$ cat src/design/bilinear_upscaler_assert.svh
// Assertion macros used by the bilinear upscaler controller.
`ifndef BILINEAR_UPSCALER_ASSERT_SVH
`define BILINEAR_UPSCALER_ASSERT_SVH
`ifndef SYNTHESIS
// Same-cycle implication, checked at every rising clock edge outside reset.
`define BU_ASSERT_IMP(label, clk, rst_n, ante, cons) \
    label: assert property (@(posedge clk) disable iff (!(rst_n)) (ante) |-> (cons)) \
        else $error("bilinear_upscaler: implication check failed");
// Next-cycle implication, checked at every rising clock edge outside reset.
`define BU_ASSERT_NEXT(label, clk, rst_n, ante, cons) \
    label: assert property (@(posedge clk) disable iff (!(rst_n)) (ante) |=> (cons)) \
        else $error("bilinear_upscaler: next-cycle check failed");
`else
`define BU_ASSERT_IMP(label, clk, rst_n, ante, cons)
`define BU_ASSERT_NEXT(label, clk, rst_n, ante, cons)
`endif
`endif

$ cat src/design/bu_pkg.sv
// Shared types, register indexes and the weight table of the bilinear upscaler.
package bu_pkg;

    // Field widths.
    localparam int PIX_W      = 16;
    localparam int IDX_W      = 13;
    localparam int WGT_W      = 13;
    localparam int SCALE_W    = 4;
    localparam int DIM_W      = 11;
    localparam int ROW_W      = 11;
    localparam int CFG_IDX_W  = 2;
    localparam int CFG_DATA_W = 11;
    localparam int OUT_DATA_W = 48;
    localparam int HEIGHT_MAX = 2047;

    // Configuration register indexes.
    localparam logic [CFG_IDX_W-1:0] REG_IMAGE_WIDTH  = 2'd0;
    localparam logic [CFG_IDX_W-1:0] REG_IMAGE_HEIGHT = 2'd1;
    localparam logic [CFG_IDX_W-1:0] REG_SCALE_X      = 2'd2;
    localparam logic [CFG_IDX_W-1:0] REG_SCALE_Y      = 2'd3;

    // Q1.12 weights floor(k * 4096 / d), row d = scale - 1, column k.
    localparam logic [WGT_W-1:0] WTAB [8][8] = '{
        '{13'd0, 13'd0,    13'd0,    13'd0,    13'd0,    13'd0,    13'd0,    13'd0},
        '{13'd0, 13'd4096, 13'd0,    13'd0,    13'd0,    13'd0,    13'd0,    13'd0},
        '{13'd0, 13'd2048, 13'd4096, 13'd0,    13'd0,    13'd0,    13'd0,    13'd0},
        '{13'd0, 13'd1365, 13'd2730, 13'd4096, 13'd0,    13'd0,    13'd0,    13'd0},
        '{13'd0, 13'd1024, 13'd2048, 13'd3072, 13'd4096, 13'd0,    13'd0,    13'd0},
        '{13'd0, 13'd819,  13'd1638, 13'd2457, 13'd3276, 13'd4096, 13'd0,    13'd0},
        '{13'd0, 13'd682,  13'd1365, 13'd2048, 13'd2730, 13'd3413, 13'd4096, 13'd0},
        '{13'd0, 13'd585,  13'd1170, 13'd1755, 13'd2340, 13'd2925, 13'd3510, 13'd4096}
    };

    // Commands from the controller to the datapath.
    typedef struct packed {
        logic             capture;
        logic             load;
        logic             issue;
        logic             last;
        logic [WGT_W-1:0] wx;
        logic [WGT_W-1:0] wy;
        logic [IDX_W-1:0] row;
        logic [IDX_W-1:0] col;
    } t_dp_cmd;

    // Status from the datapath to the controller.
    typedef struct packed {
        logic advance;
    } t_dp_stat;

endpackage

$ cat src/design/bu_ctrl.sv
// Controller: configuration registers, raster counters and the burst state machine.
`include "bilinear_upscaler_assert.svh"
module bu_ctrl
    import bu_pkg::*;
#(
    parameter int MAX_WIDTH = 1024,
    parameter int MAX_SCALE = 8
) (
    input  logic                         i_clk,
    input  logic                         i_rst_n,
    input  logic                         i_s_axis_tvalid,
    output logic                         o_s_axis_tready,
    input  logic                         i_cfg_valid,
    output logic                         o_cfg_ready,
    input  logic [CFG_IDX_W-1:0]         i_cfg_index,
    input  logic [CFG_DATA_W-1:0]        i_cfg_data,
    output t_dp_cmd                      o_cmd,
    output logic [$clog2(MAX_WIDTH)-1:0] o_addr,
    input  t_dp_stat                     i_stat
);

    localparam int CW    = $clog2(MAX_WIDTH);
    localparam int CNT_W = (CW + 1 > DIM_W) ? CW + 1 : DIM_W;
    localparam int PW    = (CW + SCALE_W > IDX_W) ? CW + SCALE_W : IDX_W;
    localparam int KW    = $clog2(MAX_SCALE);

    localparam logic [1:0] S_IDLE = 2'd0;
    localparam logic [1:0] S_CALC = 2'd1;
    localparam logic [1:0] S_EMIT = 2'd2;

    logic [1:0]         r_state;
    logic [DIM_W-1:0]   r_cfg_width, r_cfg_height;
    logic [SCALE_W-1:0] r_cfg_sx, r_cfg_sy;
    logic [CW-1:0]      r_col, r_cell_c;
    logic [ROW_W-1:0]   r_row, r_cell_r;
    logic [KW-1:0]      r_kx, r_ky;
    logic [IDX_W-1:0]   r_row_base, r_col_base;

    logic [CNT_W-1:0]   w_eff;
    logic [DIM_W-1:0]   h_eff;
    logic [SCALE_W-1:0] sx_eff, sy_eff;
    logic               accept, col_end, row_end, kx_end, ky_end, issue;
    logic               emitting;
    logic [14:0]        row_prod;
    logic [PW-1:0]      col_prod;

    // Effective register values after clamping.
    always_comb begin
        if (r_cfg_width < DIM_W'(2)) begin
            w_eff = CNT_W'(2);
        end else if (CNT_W'(r_cfg_width) > CNT_W'(MAX_WIDTH)) begin
            w_eff = CNT_W'(MAX_WIDTH);
        end else begin
            w_eff = CNT_W'(r_cfg_width);
        end
        h_eff = (r_cfg_height < DIM_W'(2)) ? DIM_W'(2) : r_cfg_height;
        if (r_cfg_sx < SCALE_W'(2)) begin
            sx_eff = SCALE_W'(2);
        end else if (r_cfg_sx > SCALE_W'(MAX_SCALE)) begin
            sx_eff = SCALE_W'(MAX_SCALE);
        end else begin
            sx_eff = r_cfg_sx;
        end
        if (r_cfg_sy < SCALE_W'(2)) begin
            sy_eff = SCALE_W'(2);
        end else if (r_cfg_sy > SCALE_W'(MAX_SCALE)) begin
            sy_eff = SCALE_W'(MAX_SCALE);
        end else begin
            sy_eff = r_cfg_sy;
        end
    end

    // Configuration writes are always taken.
    assign o_cfg_ready = 1'b1;

    always_ff @(posedge i_clk) begin
        if (!i_rst_n) begin
            r_cfg_width  <= DIM_W'(2);
            r_cfg_height <= DIM_W'(2);
            r_cfg_sx     <= SCALE_W'(2);
            r_cfg_sy     <= SCALE_W'(2);
        end else if (i_cfg_valid) begin
            unique case (i_cfg_index)
                REG_IMAGE_WIDTH:  r_cfg_width  <= i_cfg_data;
                REG_IMAGE_HEIGHT: r_cfg_height <= i_cfg_data;
                REG_SCALE_X:      r_cfg_sx     <= i_cfg_data[SCALE_W-1:0];
                REG_SCALE_Y:      r_cfg_sy     <= i_cfg_data[SCALE_W-1:0];
            endcase
        end
    end

    // Handshake and end-of-line, end-of-frame and end-of-burst decisions.
    assign o_s_axis_tready = (r_state == S_IDLE);
    assign accept          = i_s_axis_tvalid && (r_state == S_IDLE);
    assign col_end         = (CNT_W'(r_col) + CNT_W'(1)) >= w_eff;
    assign row_end         = (12'(r_row) + 12'd1) >= 12'(h_eff);
    assign kx_end          = (SCALE_W'(r_kx) == (sx_eff - SCALE_W'(1)));
    assign ky_end          = (SCALE_W'(r_ky) == (sy_eff - SCALE_W'(1)));
    assign emitting        = (r_state == S_EMIT);
    assign issue           = emitting && i_stat.advance;

    // Output coordinates of the cell's top-left result.
    assign row_prod = 15'(r_cell_r - ROW_W'(1)) * 15'(sy_eff);
    assign col_prod = PW'(r_cell_c - CW'(1)) * PW'(sx_eff);

    // Burst state machine with raster and burst counters.
    always_ff @(posedge i_clk) begin
        if (!i_rst_n) begin
            r_state <= S_IDLE;
            r_col   <= '0;
            r_row   <= '0;
            r_kx    <= '0;
            r_ky    <= '0;
        end else begin
            unique case (r_state)
                S_IDLE: begin
                    if (accept) begin
                        r_state <= S_CALC;
                        if (col_end) begin
                            r_col <= '0;
                            r_row <= row_end ? '0 : r_row + ROW_W'(1);
                        end else begin
                            r_col <= r_col + CW'(1);
                        end
                    end
                end
                S_CALC: begin
                    r_kx    <= '0;
                    r_ky    <= '0;
                    r_state <= (r_cell_r != '0 && r_cell_c != '0) ? S_EMIT : S_IDLE;
                end
                S_EMIT: begin
                    if (i_stat.advance) begin
                        if (kx_end) begin
                            r_kx <= '0;
                            if (ky_end) begin
                                r_state <= S_IDLE;
                            end else begin
                                r_ky <= r_ky + KW'(1);
                            end
                        end else begin
                            r_kx <= r_kx + KW'(1);
                        end
                    end
                end
                default: r_state <= S_IDLE;
            endcase
        end
    end

    // Position of the accepted pixel and the cell's output origin.
    always_ff @(posedge i_clk) begin
        if (accept) begin
            r_cell_c <= r_col;
            r_cell_r <= r_row;
        end
        if (r_state == S_CALC) begin
            r_row_base <= row_prod[IDX_W-1:0];
            r_col_base <= col_prod[IDX_W-1:0];
        end
    end

    // Commands to the datapath.
    always_comb begin
        o_cmd.capture = accept;
        o_cmd.load    = (r_state == S_CALC);
        o_cmd.issue   = issue;
        o_cmd.last    = kx_end && ky_end;
        o_cmd.wx      = WTAB[3'(sx_eff - SCALE_W'(1))][3'(r_kx)];
        o_cmd.wy      = WTAB[3'(sy_eff - SCALE_W'(1))][3'(r_ky)];
        o_cmd.row     = r_row_base + IDX_W'(r_ky);
        o_cmd.col     = r_col_base + IDX_W'(r_kx);
    end

    assign o_addr = r_col;

    `BU_ASSERT_NEXT(a_accept_then_calc, i_clk, i_rst_n, accept, r_state == S_CALC)
    `BU_ASSERT_NEXT(a_last_ends_burst, i_clk, i_rst_n, issue && o_cmd.last, r_state == S_IDLE)
    `BU_ASSERT_NEXT(a_stall_holds_pos, i_clk, i_rst_n, emitting && !issue, $stable({r_ky, r_kx}))

endmodule

$ cat config.mk
export PLATFORM = sky130hd
export DESIGN_NAME = bu_ctrl
export DESIGN_NICKNAME = d
export VERILOG_FILES = /design/src/design/bu_pkg.sv /design/src/design/bu_ctrl.sv
export VERILOG_INCLUDE_DIRS = /design/src /design/src/design
export SDC_FILE = /design/constraint.sdc
export NUM_CORES = 1
export LEC_CHECK = 0
export ABC_AREA = 0
export BUFFER_PORTS_ARGS = -buffer_cell sky130_fd_sc_hd__clkbuf_2
export CAP_MARGIN = 20
export CORE_UTILIZATION = 40
export DETAILED_ROUTE_END_ITERATION = 10
export PLACE_DENSITY = 0.56
export SYNTH_ARGS = -nofsm -noshare
export SYNTH_HDL_FRONTEND = slang
export SYNTH_SLANG_ARGS = --single-unit
export TNS_END_PERCENT = 50
$ cat constraint.sdc
create_clock -name i_clk -period 5 [get_ports i_clk]
set_clock_uncertainty 0.05 [all_clocks]
set_input_delay 1 -clock i_clk [delete_from_list [all_inputs] [get_ports i_clk]]
set_output_delay 1 -clock i_clk [all_outputs]
set_load 0.05 [all_outputs]
==> out/qor.yml <==
fmax_mhz: 221
synth_edf_count: 47
finalPower_mw: 2.24
grt_overflow: 0
initial_core_util_pct: 41.3
arrival_ns: 4.59
wl_mm: 21.8
fin_util_pct: 45.8
synth_area_mm2: 0.00947
drive_above_1_share_pct: 11.7
vias_per_cell: 5.16
clk_pin_slew_ns: 0.08
layout_worst_path_cycle_share_pct: 90.6
rsz0062_at_grt: "no"
yosysUniqueCellTypes: 71
setup-tns-final_ns: 0
startpoint_type: "flop"
grt.total_usage_pct: 18.5
seq_area_frac_synth_pct: 27.4
diodes: 0
path_cells: "inv_1 > ha_1 > nand2_1 > or3_1 > xor2_1 > nor2_1 > ha_1 > inv_1 > fa_1 > fa_1 > inv_1 > ha_1 > or2_2 > o31a_1 > a31o_2 > a21oi_1 > xnor2_1"
die_y_um: 156
reg2reg_slack_ns: 0.47
port_buffers: 84
ant_nets: 0
path_class: "reg2reg"
peakVddDrop_mv: 0.157
num_vias: 7714
setup_viol: 0
coreArea_mm2: 0.0229
power_leakage_nw: 4.75
synth_flop_cell: "dfxtp_1"
synth_area_leaders: "edfxtp_1 15%, dfxtp_1 12%, ha_1 11%"
clkSinkCount: 106
synth_most_common_cell: "nor2_1"
htreeDepth: 3
dp.cells: 1479
reg2reg_to: "r_col_base[11]"
num_rows: 55
required_ns: 5.06
outcome: "completed"
avgSynthCellArea_um2: 8.52
maxCapViolations: 0
grt_pass1_vias: 7172
dieArea_mm2: 0.0243
synth.top_cells.by_count: "139 x nor2_1, 109 x inv_1, 97 x nand2_1, 83 x ha_1, 59 x dfxtp_1"
worstSetupStartpoint: "r_cell_c[0]"
async_reset_ff_share_pct: 0
yosysTopAreaCell: "edfxtp_1"
synth_nets: 1252
finalMaxSlewViolations: 0
cts_hold_buf: 0
route.detailed.drc: 0
fin_cells: 1496
die_x_um: 156
r2r_cells: 17
root_buffer: "clkbuf_16"
numCtsBuffers: 9
relSlewSlack_pct: 32.9
fin_crit_ns: 4.53
end_kind: "flop"
drt-initial-drc-count: 499
hpwl_mm: 17.0
globalplace.congestion: 0.863
grt_max_degree: 41
yosys_register_bits: 106
clockBufferDepth: 2
hp-class: "reg2reg"
post-cts-setup-buffer-count: 0
ios: 86
cts_tree: "done"
first_pass_iters: 4
synth_top_area_share_pct: 14.9
nets: 1318
clock_latency_ns: 0.36
slowest_stage: "fa_1"
synthCells: 1112
r2r-start: "r_cell_c[0]"
worstMarginPinSlew_ns: 1.00
antenna_found_initial: 1
critPathMaxStageDelay_ns: 0.54
cts-resized-gates: 0
yosysWarnings: 0
path_max_fanout: 7
detail_route.wl_per_cell_um: 14.6
critical_path.endpoint: "r_col_base[11]"
area_growth_pct: 10.9
n_fill_cell: 2326
p_per_area_mw_per_mm2: 214
grt_first_pass_wirelength_mm: 36.3
hold_violations: 0
[state kept, by name (all words and copies together) (netlist names)]
name and count:
r_ky 3, r_cfg_sy 4, r_state 2, o_addr 10, r_cfg_sx 4, r_cfg_width 11
r_row 11, r_cell_c 10, r_row_base 13, r_kx 3, r_col_base 13, r_cell_r 11
r_cfg_height 11
[worst max-delay path: cells and delay by family (launching register included)]
family | cells | cell delay [ns]
adders and majority gates | 5 | 1.84
and+or+nand+nor | 4 | 0.78
AOI/OAI and AO/OA | 3 | 0.53
DFF | 1 | 0.50
xor gates and xnor gates | 2 | 0.38
buffers and inverters | 3 | 0.19
[report_power, final]
| group | internal, mW | total (mW) | switching [mW] |
|---|---|---|---|
| Sequential | 0.958 | 1.00 | 0.0431 |
| Clock | 0.361 | 0.699 | 0.338 |
| Combinational | 0.195 | 0.543 | 0.348 |
[layer usage]
metal	global-route usage [%]	share of wire (%)	vias up
met5	0	0.087	-
met4	5.32	1.6	2
met3	2.78	4.2	24
met2	27.9	43	169
met1	27.2	51	3570
li1	-	-	3949
[through the flow]
stage | cell area, um^2 | setup slack [ns] | hold slack, ns
3_5_place_dp | 10200 | 0.454 | 0.442
2_1_floorplan | 9470 | 0.412 | 0.356
3_3_place_gp | 10200 | 0.614 | 0.435
4_1_cts | 10500 | 0.436 | 0.462
6_report | 10500 | 0.471 | 0.457
5_1_grt | 10500 | 0.139 | 0.498
[cells in the final DEF, fill, tap and decap left out, drive strengths merged, types with 13 or more instances in the layout]
cell type / n
o21ai: 41
buf: 15
o21a: 13
nand3: 23
xnor2: 57
nor2b: 16
nor3: 25
fa: 39
nor2: 139
a21oi: 47
o31ai: 15
and3: 16
nand2: 97
mux2i: 36
ha: 83
inv: 114
edfxtp: 47
dfxtp: 59
clkbuf: 95
xor2: 30
nand2b: 20
[cell families after synthesis]
logic type | count (synthesis) | share of synthesized area (%)
AND/OR/NAND/NOR | 380 | 18.9
AO/OA/AOI/OAI | 219 | 15.7
buffers and inverters | 158 | 6.55
adder cells (fa/ha/maj) | 122 | 19.2
flip-flops | 106 | 27.4
XOR/XNOR | 87 | 8.05
multiplexers | 39 | 4.16
other | 1 | 0.0396
[area by class of cell]
cell class                      instances  area (um^2)  area share (%)
Sequential cell                       106         2590            24.7
Clock inverter                          5         46.3           0.441
Clock buffer                           11          243            2.31
Timing Repair Buffer                   99          537            5.11
Multi-Input combinational cell        848         6260            59.6
Tap cell                              313          392            3.73
Inverter                              114          428            4.08
[worst min path at each step]
stage                          from              end  slack [ns]  cells after the start
floorplan                  r_row[5]      r_cell_r[5]        0.36                      0
global placement        r_cfg_sy[0]      r_cfg_sy[0]        0.44                      2
detailed placement  r_cfg_height[0]  r_cfg_height[0]        0.44                      2
CTS                 r_cfg_height[0]  r_cfg_height[0]        0.46                      2
global route         r_cfg_width[3]   r_cfg_width[3]        0.50                      2
finish              r_cfg_height[0]  r_cfg_height[0]        0.46                      2
(Power assumes the default switching activity.)
